### config.mk
export PLATFORM = sky130hd
export DESIGN_NAME = worst_fit_block_allocator_core_flat
export DESIGN_NICKNAME = d
export VERILOG_FILES = /design/src/hdl/wfa_pkg.sv /design/src/hdl/wfa_if.sv /design/src/hdl/wfa_ram.sv /design/src/hdl/worst_fit_block_allocator_core.sv /design/src/flat_wrapper.sv
export SDC_FILE = /design/constraint.sdc
export NUM_CORES = 1
export LEC_CHECK = 0
export BUFFER_PORTS_ARGS = -buffer_cell sky130_fd_sc_hd__buf_2
export CORE_ASPECT_RATIO = 2
export CORE_MARGIN = 2
export CORE_UTILIZATION = 47
export CTS_CLUSTER_SIZE = 40
export DETAILED_ROUTE_END_ITERATION = 7
export PLACE_DENSITY_LB_ADDON = 0.12
export SLEW_MARGIN = 5
export SYNTH_ARGS = -nofsm -noshare
export SYNTH_HDL_FRONTEND = slang
export SYNTH_SLANG_ARGS = --single-unit
### constraint.sdc
create_clock -name clk -period 2.95 [get_ports clk]
set_input_delay 0.295 -clock clk [delete_from_list [all_inputs] [get_ports clk]]
set_output_delay 0.295 -clock clk [all_outputs]
set_load 0.05 [all_outputs]
### src/hdl/wfa_pkg.sv
// ----------------------------------------------------------------------------
// Worst-fit allocator package
// Field widths, command codes and reset constants shared by the allocator.
// ----------------------------------------------------------------------------
package wfa_pkg;

    localparam int CMD_W    = 1;
    localparam int SLOT_W   = 4;
    localparam int AMOUNT_W = 16;
    localparam int COUNT_W  = 5;

    localparam logic [CMD_W-1:0] CMD_LOAD  = 1'b0;
    localparam logic [CMD_W-1:0] CMD_ALLOC = 1'b1;

    localparam logic [COUNT_W-1:0] COUNT_RESET = 5'd16;

endpackage

### src/hdl/wfa_if.sv
// ----------------------------------------------------------------------------
// Worst-fit allocator channels
// Valid/ready channels for request words and response words.
// ----------------------------------------------------------------------------
interface wfa_req_if
    import wfa_pkg::*;
();
    logic                valid;
    logic                ready;
    logic [CMD_W-1:0]    cmd;
    logic [SLOT_W-1:0]   slot;
    logic [AMOUNT_W-1:0] amount;

    modport source (output valid, output cmd, output slot, output amount, input ready);
    modport sink   (input valid, input cmd, input slot, input amount, output ready);
endinterface

interface wfa_rsp_if
    import wfa_pkg::*;
();
    logic                valid;
    logic                ready;
    logic                granted;
    logic [SLOT_W-1:0]   chosen_block;
    logic [AMOUNT_W-1:0] left_in_block;

    modport source (output valid, output granted, output chosen_block,
                    output left_in_block, input ready);
    modport sink   (input valid, input granted, input chosen_block,
                    input left_in_block, output ready);
endinterface

### src/hdl/wfa_ram.sv
// ----------------------------------------------------------------------------
// Generic RAM
// One write port and one read port with registered read data.
// ----------------------------------------------------------------------------
module wfa_ram #(
    parameter int WIDTH = 16,
    parameter int DEPTH = 16
) (
    input  logic                     clk,
    input  logic                     we,
    input  logic [$clog2(DEPTH)-1:0] waddr,
    input  logic [WIDTH-1:0]         wdata,
    input  logic [$clog2(DEPTH)-1:0] raddr,
    output logic [WIDTH-1:0]         rdata
);

    logic [WIDTH-1:0] mem [DEPTH];

    always_ff @(posedge clk)
    begin
        if (we)
        begin
            mem[waddr] <= wdata;
        end
        rdata <= mem[raddr];
    end

endmodule

### src/hdl/worst_fit_block_allocator_core.sv
// ----------------------------------------------------------------------------
// Worst-fit block allocator core
// Holds the free size of each block slot in a RAM, and for each allocate
// word scans the active slots for the largest one that fits, then charges it.
//
//   Channel | Dir | Handshake      | Payload
//   --------+-----+----------------+-----------------------------------------
//   req     | in  | valid/ready    | cmd, slot, amount
//   rsp     | out | valid/ready    | granted, chosen_block, left_in_block
//   cfg     | in  | cfg_we         | cfg_wdata = block_count
//
// A load word is written to the RAM as it is accepted, and the core stays ready.
// An allocate word runs from its accept to the next accept through the accept
// cycle, one RAM read per slot, a wait for the registered read data, and a
// write back that also loads the response register.
// Reset marks every slot as unwritten, so it reads as zero; no clearing pass.
// A pending response stalls only the final cycle of the next allocate.
// ----------------------------------------------------------------------------
module worst_fit_block_allocator_core
    import wfa_pkg::*;
#(
    parameter int NUM_BLOCKS = 16,
    parameter int SIZE_WIDTH = 16
) (
    input  logic               clk,
    input  logic               rst_n,
    input  logic               cfg_we,
    input  logic [COUNT_W-1:0] cfg_wdata,
    wfa_req_if.sink            req,
    wfa_rsp_if.source          rsp
);

    localparam int AW = $clog2(NUM_BLOCKS);
    localparam int CW = $clog2(NUM_BLOCKS + 1);

    typedef enum logic [2:0] {
        ST_IDLE   = 3'b001,
        ST_SCAN   = 3'b010,
        ST_FINISH = 3'b100
    } state_t;

    state_t                state_reg, state_next;
    logic [COUNT_W-1:0]    block_count_reg;
    logic [CW-1:0]         issue_cnt_reg, issue_cnt_next;
    logic                  pend_reg, pend_next;
    logic                  found_reg, found_next;
    logic [NUM_BLOCKS-1:0] written_reg;
    logic                  vbit_q_reg;
    logic [AW-1:0]         cmp_idx_reg;
    logic [AW-1:0]         best_idx_reg, best_idx_next;
    logic [SIZE_WIDTH-1:0] best_val_reg, best_val_next;
    logic [SIZE_WIDTH-1:0] req_reg;
    logic                  out_valid_reg;
    logic                  out_granted_reg;
    logic [SLOT_W-1:0]     out_block_reg;
    logic [AMOUNT_W-1:0]   out_left_reg;

    logic [CW-1:0]         active;
    logic                  accept;
    logic                  load_ok;
    logic                  issue;
    logic                  finish_fire;
    logic                  hit;
    logic [SIZE_WIDTH-1:0] cur_val;
    logic [SIZE_WIDTH-1:0] new_val;
    logic                  ram_we;
    logic [AW-1:0]         ram_waddr;
    logic [SIZE_WIDTH-1:0] ram_wdata;
    logic [SIZE_WIDTH-1:0] ram_rdata;

    always_comb
    begin
        if (32'(block_count_reg) > NUM_BLOCKS)
        begin
            active = CW'(NUM_BLOCKS);
        end
        else
        begin
            active = CW'(block_count_reg);
        end
    end

    assign req.ready   = (state_reg == ST_IDLE);
    assign accept      = req.valid && req.ready;
    assign load_ok     = accept && (req.cmd == CMD_LOAD) && (32'(req.slot) < NUM_BLOCKS);
    assign issue       = (state_reg == ST_SCAN) && (issue_cnt_reg < active);
    assign finish_fire = (state_reg == ST_FINISH) && (!out_valid_reg || rsp.ready);

    assign cur_val = vbit_q_reg ? ram_rdata : '0;
    assign hit     = pend_reg && (cur_val >= req_reg) && (!found_reg || (best_val_reg < cur_val));
    assign new_val = best_val_reg - req_reg;

    always_comb
    begin
        if (state_reg == ST_FINISH)
        begin
            ram_we    = finish_fire && found_reg;
            ram_waddr = best_idx_reg;
            ram_wdata = new_val;
        end
        else
        begin
            ram_we    = load_ok;
            ram_waddr = AW'(req.slot);
            ram_wdata = SIZE_WIDTH'(req.amount);
        end
    end

    wfa_ram #(
        .WIDTH (SIZE_WIDTH),
        .DEPTH (NUM_BLOCKS)
    ) u_free_ram (
        .clk   (clk),
        .we    (ram_we),
        .waddr (ram_waddr),
        .wdata (ram_wdata),
        .raddr (issue_cnt_reg[AW-1:0]),
        .rdata (ram_rdata)
    );

    always_comb
    begin
        state_next     = state_reg;
        issue_cnt_next = issue_cnt_reg;
        pend_next      = 1'b0;
        found_next     = found_reg;
        best_idx_next  = best_idx_reg;
        best_val_next  = best_val_reg;
        if (hit)
        begin
            found_next    = 1'b1;
            best_idx_next = cmp_idx_reg;
            best_val_next = cur_val;
        end
        case (state_reg)
            ST_IDLE:
            begin
                if (accept && (req.cmd == CMD_ALLOC))
                begin
                    state_next     = ST_SCAN;
                    issue_cnt_next = '0;
                    found_next     = 1'b0;
                end
            end
            ST_SCAN:
            begin
                if (issue)
                begin
                    issue_cnt_next = issue_cnt_reg + 1'b1;
                    pend_next      = 1'b1;
                end
                else
                begin
                    state_next = ST_FINISH;
                end
            end
            ST_FINISH:
            begin
                if (finish_fire)
                begin
                    state_next = ST_IDLE;
                end
            end
            default:
            begin
                state_next = ST_IDLE;
            end
        endcase
    end

    always_ff @(posedge clk or negedge rst_n)
    begin
        if (!rst_n)
        begin
            state_reg       <= ST_IDLE;
            block_count_reg <= COUNT_RESET;
            issue_cnt_reg   <= '0;
            pend_reg        <= 1'b0;
            found_reg       <= 1'b0;
            written_reg     <= '0;
            out_valid_reg   <= 1'b0;
        end
        else
        begin
            state_reg     <= state_next;
            issue_cnt_reg <= issue_cnt_next;
            pend_reg      <= pend_next;
            found_reg     <= found_next;
            if (cfg_we)
            begin
                block_count_reg <= cfg_wdata;
            end
            if (ram_we)
            begin
                written_reg[ram_waddr] <= 1'b1;
            end
            if (finish_fire)
            begin
                out_valid_reg <= 1'b1;
            end
            else if (rsp.ready)
            begin
                out_valid_reg <= 1'b0;
            end
        end
    end

    always_ff @(posedge clk)
    begin
        best_idx_reg <= best_idx_next;
        best_val_reg <= best_val_next;
        if (accept)
        begin
            req_reg <= SIZE_WIDTH'(req.amount);
        end
        if (issue)
        begin
            cmp_idx_reg <= issue_cnt_reg[AW-1:0];
            vbit_q_reg  <= written_reg[issue_cnt_reg[AW-1:0]];
        end
        if (finish_fire)
        begin
            out_granted_reg <= found_reg;
            out_block_reg   <= found_reg ? SLOT_W'(best_idx_reg) : '0;
            out_left_reg    <= found_reg ? AMOUNT_W'(new_val) : '0;
        end
    end

    assign rsp.valid         = out_valid_reg;
    assign rsp.granted       = out_granted_reg;
    assign rsp.chosen_block  = out_block_reg;
    assign rsp.left_in_block = out_left_reg;

    a_refused_is_zero : assert property (@(posedge clk) disable iff (!rst_n)
        (rsp.valid && !rsp.granted) |-> (rsp.chosen_block == '0 && rsp.left_in_block == '0))
        else $error("Refused response carries a nonzero slot or size.");

    a_scan_bounded : assert property (@(posedge clk) disable iff (!rst_n)
        (state_reg == ST_SCAN) |-> (issue_cnt_reg <= active))
        else $error("Scan counter ran past the active slots.");

    a_best_fits : assert property (@(posedge clk) disable iff (!rst_n)
        (state_reg != ST_IDLE && found_reg) |-> (best_val_reg >= req_reg))
        else $error("Chosen slot is smaller than the request.");

    a_no_read_at_finish : assert property (@(posedge clk) disable iff (!rst_n)
        (state_reg == ST_FINISH) |-> !pend_reg)
        else $error("Write-back reached with a RAM read still in flight.");

    a_finish_to_resp : assert property (@(posedge clk) disable iff (!rst_n)
        finish_fire |=> (rsp.valid && state_reg == ST_IDLE))
        else $error("Finished allocate did not present a response.");

endmodule
### src/flat_wrapper.sv
// flat-port wrapper written by rule: the top's interface ports become plain ports
module worst_fit_block_allocator_core_flat import wfa_pkg::*;
#(
    parameter int NUM_BLOCKS = 16,
    parameter int SIZE_WIDTH = 16
)
  (clk, rst_n, cfg_we, cfg_wdata, req_valid, req_cmd, req_slot, req_amount, req_ready, rsp_valid, rsp_granted, rsp_chosen_block, rsp_left_in_block, rsp_ready);
  wfa_req_if req_i ();
  wfa_rsp_if rsp_i ();
  input  logic clk;
  input  logic rst_n;
  input  logic cfg_we;
  input  logic [COUNT_W-1:0] cfg_wdata;
  input wire logic [$bits(req_i.valid)-1:0] req_valid;
  input wire logic [$bits(req_i.cmd)-1:0] req_cmd;
  input wire logic [$bits(req_i.slot)-1:0] req_slot;
  input wire logic [$bits(req_i.amount)-1:0] req_amount;
  output wire logic [$bits(req_i.ready)-1:0] req_ready;
  output wire logic [$bits(rsp_i.valid)-1:0] rsp_valid;
  output wire logic [$bits(rsp_i.granted)-1:0] rsp_granted;
  output wire logic [$bits(rsp_i.chosen_block)-1:0] rsp_chosen_block;
  output wire logic [$bits(rsp_i.left_in_block)-1:0] rsp_left_in_block;
  input wire logic [$bits(rsp_i.ready)-1:0] rsp_ready;
  assign req_i.valid = req_valid;
  assign req_i.cmd = req_cmd;
  assign req_i.slot = req_slot;
  assign req_i.amount = req_amount;
  assign req_ready = req_i.ready;
  assign rsp_valid = rsp_i.valid;
  assign rsp_granted = rsp_i.granted;
  assign rsp_chosen_block = rsp_i.chosen_block;
  assign rsp_left_in_block = rsp_i.left_in_block;
  assign rsp_i.ready = rsp_ready;
  worst_fit_block_allocator_core #(.NUM_BLOCKS(NUM_BLOCKS), .SIZE_WIDTH(SIZE_WIDTH)) u_core (.clk(clk), .rst_n(rst_n), .cfg_we(cfg_we), .cfg_wdata(cfg_wdata), .req(req_i), .rsp(rsp_i));
endmodule
Word-level counts from Yosys, hierarchy flattened

Memories as Yosys holds them, arrays and structs flattened. A register that Yosys moved wholly into a read port is not among the register bits.
Index checks and enable logic that the tools add are counted.

Bits in registers: 94
Memory bits (writable): 256
Input bits: 31
Output and inout bits: 23
Logic and storage cells: 76
Memories kept: 1

Add/sub/neg operators: 2
Magnitude comparators: 7
Eq/ne operators: 7
Muxes and demuxes: 25
Bitwise logic cells: 2
Reduce and logical (&&, ||, !) cells: 17

Memory list:

| memory                | depth | bits a word | read ports | clocked after memory_dff | wr ports | RTL line      | RTL |
|---|---|---|---|---|---|---|---|
| u_core.u_free_ram.mem | 16    | 16          | 1          | 1                        | 1        | wfa_ram.sv:17 | `logic [WIDTH-1:0] mem [DEPTH];` |

Operators with widths:

| cell                | number |
|---|---|
| $mux 16             | 2 |
| $ge 16x16->1        | 1 |
| $lt 16x16->1        | 1 |
| $or 16x16->16       | 1 |
| $sub 16x16->16      | 1 |
| $mux 5              | 3 |
| $mux 1              | 12 |
| $lt 4x5->1 const B  | 2 |
| $pmux 5 s2          | 1 |
| $logic_and 1x1->1   | 9 |
| $mux 3              | 3 |
| $pmux 3 s3          | 1 |
| $reduce_and 3->1    | 2 |
| $add 5x1->5 const B | 1 |
| $gt 5x5->1 const B  | 1 |
| $lt 5x5->1          | 1 |
| $bmux 1 s4          | 1 |
| $demux 1 s4         | 1 |
| $ge 4x1->1 const B  | 1 |
| $mux 4              | 1 |
| $ne 2x1->1 const B  | 2 |
| $ne 2x2->1 const B  | 2 |
| $reduce_bool 2->1   | 2 |
| $eq 3x1->1 const B  | 1 |
| 5 further kinds     | 7 |

Longest topological paths before layout

Word-level depth: 7
Mapped depth: 10
Gate-level depth less buffers: 9

Cells and area by module

A second synthesis with hierarchy kept.

Cell total of the unflattened synthesis: 925
Area, all modules: 15423.5 sq um

By module, submodules not included:

| module                         | times used | cells an instance | area each (sq um) | sequential area each (sq um) |
|---|---|---|---|---|
| wfa_ram                        | 1          | 432               | 10043.4           | 8007.7 |
| worst_fit_block_allocator_core | 1          | 493               | 5380.2            | 2665.1 |

Worst setup path before layout

OpenSTA, ideal clock, no wires.

Path type: reg2reg
Start point: register u_core.state_reg[0]
End point: memory u_core.u_free_ram.mem[0][0] (enable)
Setup time: 0.389 ns
Arrival: 3.160 ns
Required time: 2.561 ns
Setup slack: -0.600 ns
Stages on the path, launching flop included: 6
Path buffers: 0
Period minus slack after synthesis: 3.550 ns
Path through: dfstp_2 nor3b_1 nand2_1 o22ai_1 o21ai_0 nor2_1

Word-level cells in the longest chain between the ends: 6
Elaborated cells on any way between the ends: 10
Classes of those cells: 2 x eq/ne; 4 x mux; 4 x reduce/logical

Ends and longest elaborated chain:

| element                      | RTL line                              | RTL |
|---|---|---|
| start: declaration           | worst_fit_block_allocator_core.sv:42  | `state_t state_reg, state_next;` |
| start signal: assignment     | worst_fit_block_allocator_core.sv:185 | `state_reg <= state_next;` |
| $eq 3x1->1                   | worst_fit_block_allocator_core.sv:83  | `assign req.ready = (state_reg == ST_IDLE);` |
| via req_ready                | flat_wrapper.sv:18                    | `output wire logic [$bits(req_i.ready)-1:0] req_ready;` |
| $logic_and 1x1->1            | worst_fit_block_allocator_core.sv:84  | `assign accept = req.valid && req.ready;` |
| $logic_and 1x1->1            | worst_fit_block_allocator_core.sv:85  | `assign load_ok = accept && (req.cmd == CMD_LOAD) && (32'(req.slot) < NUM_BLOCKS);` |
| $mux 1                       | worst_fit_block_allocator_core.sv:95  | `if (state_reg == ST_FINISH)` |
| $mux 1                       | wfa_ram.sv:21                         | `if (we)` |
| $mux 1 (not written as such) | wfa_ram.sv:23                         | `mem[waddr] <= wdata;` |
| end: declaration             | wfa_ram.sv:17                         |  |

The timed path passes the listed nets, and every way through them passes these cells.

Worst setup path after layout

Start point: register u_core.vbit_q_reg
End point: register u_core.best_val_reg[3] (enable)

Word-level cells in the longest chain between the ends: 4
Elaborated cells on any way between the ends: 6
Classes of those cells: 2 x order compare; 1 x mux; 3 x reduce/logical

Ends and longest elaborated chain:

| element                                                      | RTL line                              | RTL |
|---|---|---|
| start: declaration                                           | worst_fit_block_allocator_core.sv:48  | `logic vbit_q_reg;` |
| start signal: assignment                                     | worst_fit_block_allocator_core.sv:219 | `vbit_q_reg <= written_reg[issue_cnt_reg[AW-1:0]];` |
| $mux 16 *                                                    | worst_fit_block_allocator_core.sv:89  | `assign cur_val = vbit_q_reg ? ram_rdata : '0;` |
| via u_core.cur_val[5]                                        | worst_fit_block_allocator_core.sv:64  | `logic [SIZE_WIDTH-1:0] cur_val;` |
| $ge 16x16->1 / $lt 16x16->1 (equally long branches)          | worst_fit_block_allocator_core.sv:90  | `assign hit = pend_reg && (cur_val >= req_reg) && (!found_reg \|\| (best_val_reg < cur_val));` |
| $logic_and 1x1->1 / $logic_or 1x1->1 (equally long branches) | worst_fit_block_allocator_core.sv:90  |  |
| $logic_and 1x1->1 *                                          | worst_fit_block_allocator_core.sv:90  |  |
| via u_core.hit                                               | worst_fit_block_allocator_core.sv:63  | `logic hit;` |
| end signal: assignment                                       | worst_fit_block_allocator_core.sv:211 | `best_val_reg <= best_val_next;` |
| end: declaration                                             | worst_fit_block_allocator_core.sv:51  | `logic [SIZE_WIDTH-1:0] best_val_reg, best_val_next;` |

The timed path passes the listed nets; every way through them passes the cells marked *.
A chain may end at the register's enable or synchronous reset.

==> flow_metrics.py <==
metrics = {
    "run_status": {
        "status": "finished clean",
    },
    "global_route": {
        "grt_pass1_vias": 8872,
        "antenna_found_initial": 0,
        "grt.total_usage_pct": 21.6,
        "grt-ovfl-total": 0,
        "grt_pass1_wl_mm": 53.9,
        "grt_max_degree": 34,
    },
    "logic_synthesis": {
        "synth_top_family_by_area": "multiplexers",
        "ys_ff_latch": 366,
        "synth_fp_nets": 970,
        "ys_types": 59,
        "seq_area_frac_synth_pct": 69.8,
        "synth_xor_area_share_pct": 0.916,
        "synth_top_area_cell": "edfxtp_1",
        "syn_inst": 887,
        "synth_edf_count": 318,
        "synth_warnings": 0,
        "netlist.area_leader.share_pct": 62.4,
        "syn_area_um2": 15300,
        "synth_compound_area_share_pct": 4.58,
        "yosys-top-cells-area": "edfxtp_1, mux4_2, dfrtp_1",
        "synth.mux.area_fraction_pct": 12.9,
        "synth_fa_ha_area_share_pct": 4.30,
        "async_flop_share_pct": 8.74,
        "avgSynthCellArea_um2": 17.2,
        "yosys.area_share.simple_pct": 5.48,
        "synth_flop_cell": "edfxtp_1",
    },
    "worst_setup_path": {
        "crit_buf_inv": 3,
        "end_kind": "flip-flop",
        "path_cells": "buf_4, and2_1, inv_1, ha_1, a21oi_1, nor2_1, a211oi_1, a21oi_1, o2111ai_1, o2111a_2, buf_12",
        "cpLargestDelayFamily": "compound AO/OA/AOI/OAI gates",
        "cpPeakStageDelay_ns": 0.43,
        "worstRegToRegCells": 11,
        "critical_path.slowest_cell": "edfxtp_1",
        "r2r_start": "u_core.vbit_q_reg",
        "cp_common_cell": "a21oi_1",
        "cp.required_ns": 3.23,
        "critPathArrivalTime_ns": 3.07,
        "critical_path_class": "flip-flop to flip-flop",
        "r2r-end": "u_core.best_val_reg[3]",
        "crit_fanout": 17,
        "r2r_slack_ns": 0.16,
        "worstSetupStartpointType": "flip-flop",
    },
    "final_layout": {
        "layout.nets": 1108,
        "nFillCells": 2578,
        "area_growth_pct": 17.6,
        "largest_register": "u_core.u_free_ram.mem",
        "fin_area_um2": 18000,
        "layout-drive-gt1-share_pct": 27.3,
        "multiInputGateArea_um2": 4370,
        "antenna_cells": 0,
        "layout.area.seq_um2": 10700,
        "post-route-util_pct": 56.0,
        "largest_reg_flops": 256,
    },
    "cts": {
        "cts_sinks": 366,
        "path_clk_slew_ns": 0.07,
        "htree_levels": 1,
        "clock_latency_ns": 0.58,
        "numCtsBuffers": 31,
        "cts_tree": "built",
        "clockBufferDepth": 3,
        "cts_root_buf": "clkbuf_16",
    },
    "min_path": {
        "hold_start": "cfg_we",
        "hold_path.class": "input pin to flip-flop",
        "worstHoldPathCells": 2,
        "hold_path_end": "u_core.block_count_reg[1]",
    },
    "timing": {
        "worst_pin_slew_ns": 0.823,
        "min_period_ns": 2.79,
        "slew_headroom_pct": 44.6,
        "fmax_ghz": 0.358,
        "tns_ns": 0,
        "setup_viol": 0,
        "skew_ns": 0.0172,
        "rsz0062_at_grt": "false",
        "period_share_pct": 94.6,
        "hold_viol_final": 0,
        "slew_viol_final": 0,
    },
    "placed_design": {
        "dp_hpwl_mm": 23.7,
        "placed_area_um2": 16700,
        "gp_congestion": 0.831,
        "port_buffers": 53,
    },
    "power": {
        "ir_drop_uv": 616,
        "power_mw": 13.3,
        "powerDensity_nw_per_um2": 739,
        "p_leak_nw": 6.30,
    },
    "detailed_routing": {
        "drt-vias-per-instance": 5.55,
        "first_pass_iters": 4,
        "wl_per_cell_um": 24.4,
        "drt_first_iter_violations": 494,
        "ant_nets": 0,
        "num_vias": 8198,
        "drc": 0,
        "drt-total-wl_mm": 36.1,
    },
    "die": {
        "coreArea_um2": 32100,
        "rows": 93,
        "io-pin-count": 54,
        "start_util_pct": 47.6,
        "dieArea_um2": 34100,
        "dieHeight_um": 259,
        "die_w_um": 132,
    },
    "flow_run": {
        "drv_cap": 0,
    },
}
[power breakdown]
group          switching, mW  total (mW)  internal (mW)
clock                   1.85        4.14           2.29
combinational           1.34        2.85           1.52
sequential             0.319        6.29           5.97
total                   3.51        13.3           9.78
[how the worst max path moves through the flow]
stage,from,to,depth (start not counted)
3_3_place_gp,u_core.req_reg[0],u_core.u_free_ram.mem[4][14],9
2_1_floorplan,u_core.state_reg[0],u_core.u_free_ram.mem[0][0],5
6_report,u_core.vbit_q_reg,u_core.best_val_reg[3],11
5_1_grt,u_core.vbit_q_reg,u_core.best_val_reg[1],11
4_1_cts,u_core.req_reg[0],u_core.u_free_ram.mem[11][14],9
3_5_place_dp,u_core.req_reg[0],u_core.u_free_ram.mem[4][14],9
[stage by stage]
step	instances	hold WS (ns)	setup slack [ns]
finish	1477	0.0755	0.159
global route	1477	0.0641	0.0190
CTS	1476	0.0295	0.0195
detailed placement	1393	0.405	0.0430
global placement	1393	0.401	0.0461
floorplan	887	-0.000591	-0.0320
[Yosys cell counts (all sizes together) (5+ instances only)]
library cell and n:
nor3 12, a31oi 5, nand3 6, buf 15, edfxtp 318, a21oi 32, inv 43, mux4 85
o21a 5, clkbuf 15, a21o 7, xnor2 11, or2 17, nor2 48, nor3b 7, nand2 56
xor2 5, dfxtp 16, o21ai 44, and2 11, ha 51, dfrtp 30
[layer usage]
metal	vias to the layer above	wire (um)	GRT usage [%]	part of all wire [%]
li1	3723	-	-	-
met4	0	1190	8.30	3.3
met5	-	0	0	0
met3	63	1040	2.23	2.9
met1	4259	13100	23.5	36
met2	153	20800	42.7	57
[logic make-up after synthesis]
group / Yosys count
compound gates: 113
xor+xnor: 16
fa+ha+maj: 52
buf+inv: 74
flops: 366
mux: 91
simple gates: 175
[worst register-to-register path: stages (launching register included)]
cell and delay (ns):
edfxtp_1 0.43, buf_4 0.15, and2_1 0.21, inv_1 0.07
ha_1 0.31, a21oi_1 0.17, nor2_1 0.06, a211oi_1 0.23
a21oi_1 0.16, o2111ai_1 0.26, o2111a_2 0.28, buf_12 0.17
[timing repair]
| item | 4_1_cts | 5_1_grt |
|---|---|---|
| gates resized for setup | 0 | 4 |
| hold buffers | 25 | 0 |
| endpoints found under the hold margin | 52 | 0 |
| setup buffers | 0 | 1 |
| setup endpoints to repair | 0 | 36 |
[layout by cell type, fill, tap and decap left out, types with 25 or more instances in the layout]
cell	Yosys	layout
dfrtp_1	30	28
ha_1	51	51
mux4_2	85	85
a21oi_1	32	31
buf_2	13	53
nor2_1	48	32
clkbuf_16	0	31
dlygate4sd3_1	0	25
nand2_1	55	55
o21ai_0	43	41
inv_1	42	42
buf_4	0	37
edfxtp_1	318	318
[final cells by class]
cell class | count | share of cell area [%]
clock inverters | 25 | 1.38
inverters | 44 | 0.946
multi-input cells | 447 | 24.3
flip-flops and latches | 366 | 59.4
well taps | 427 | 2.97
repair buffers | 135 | 6.64
clock buffers | 33 | 4.36
Power figures use the tool's default switching activity.
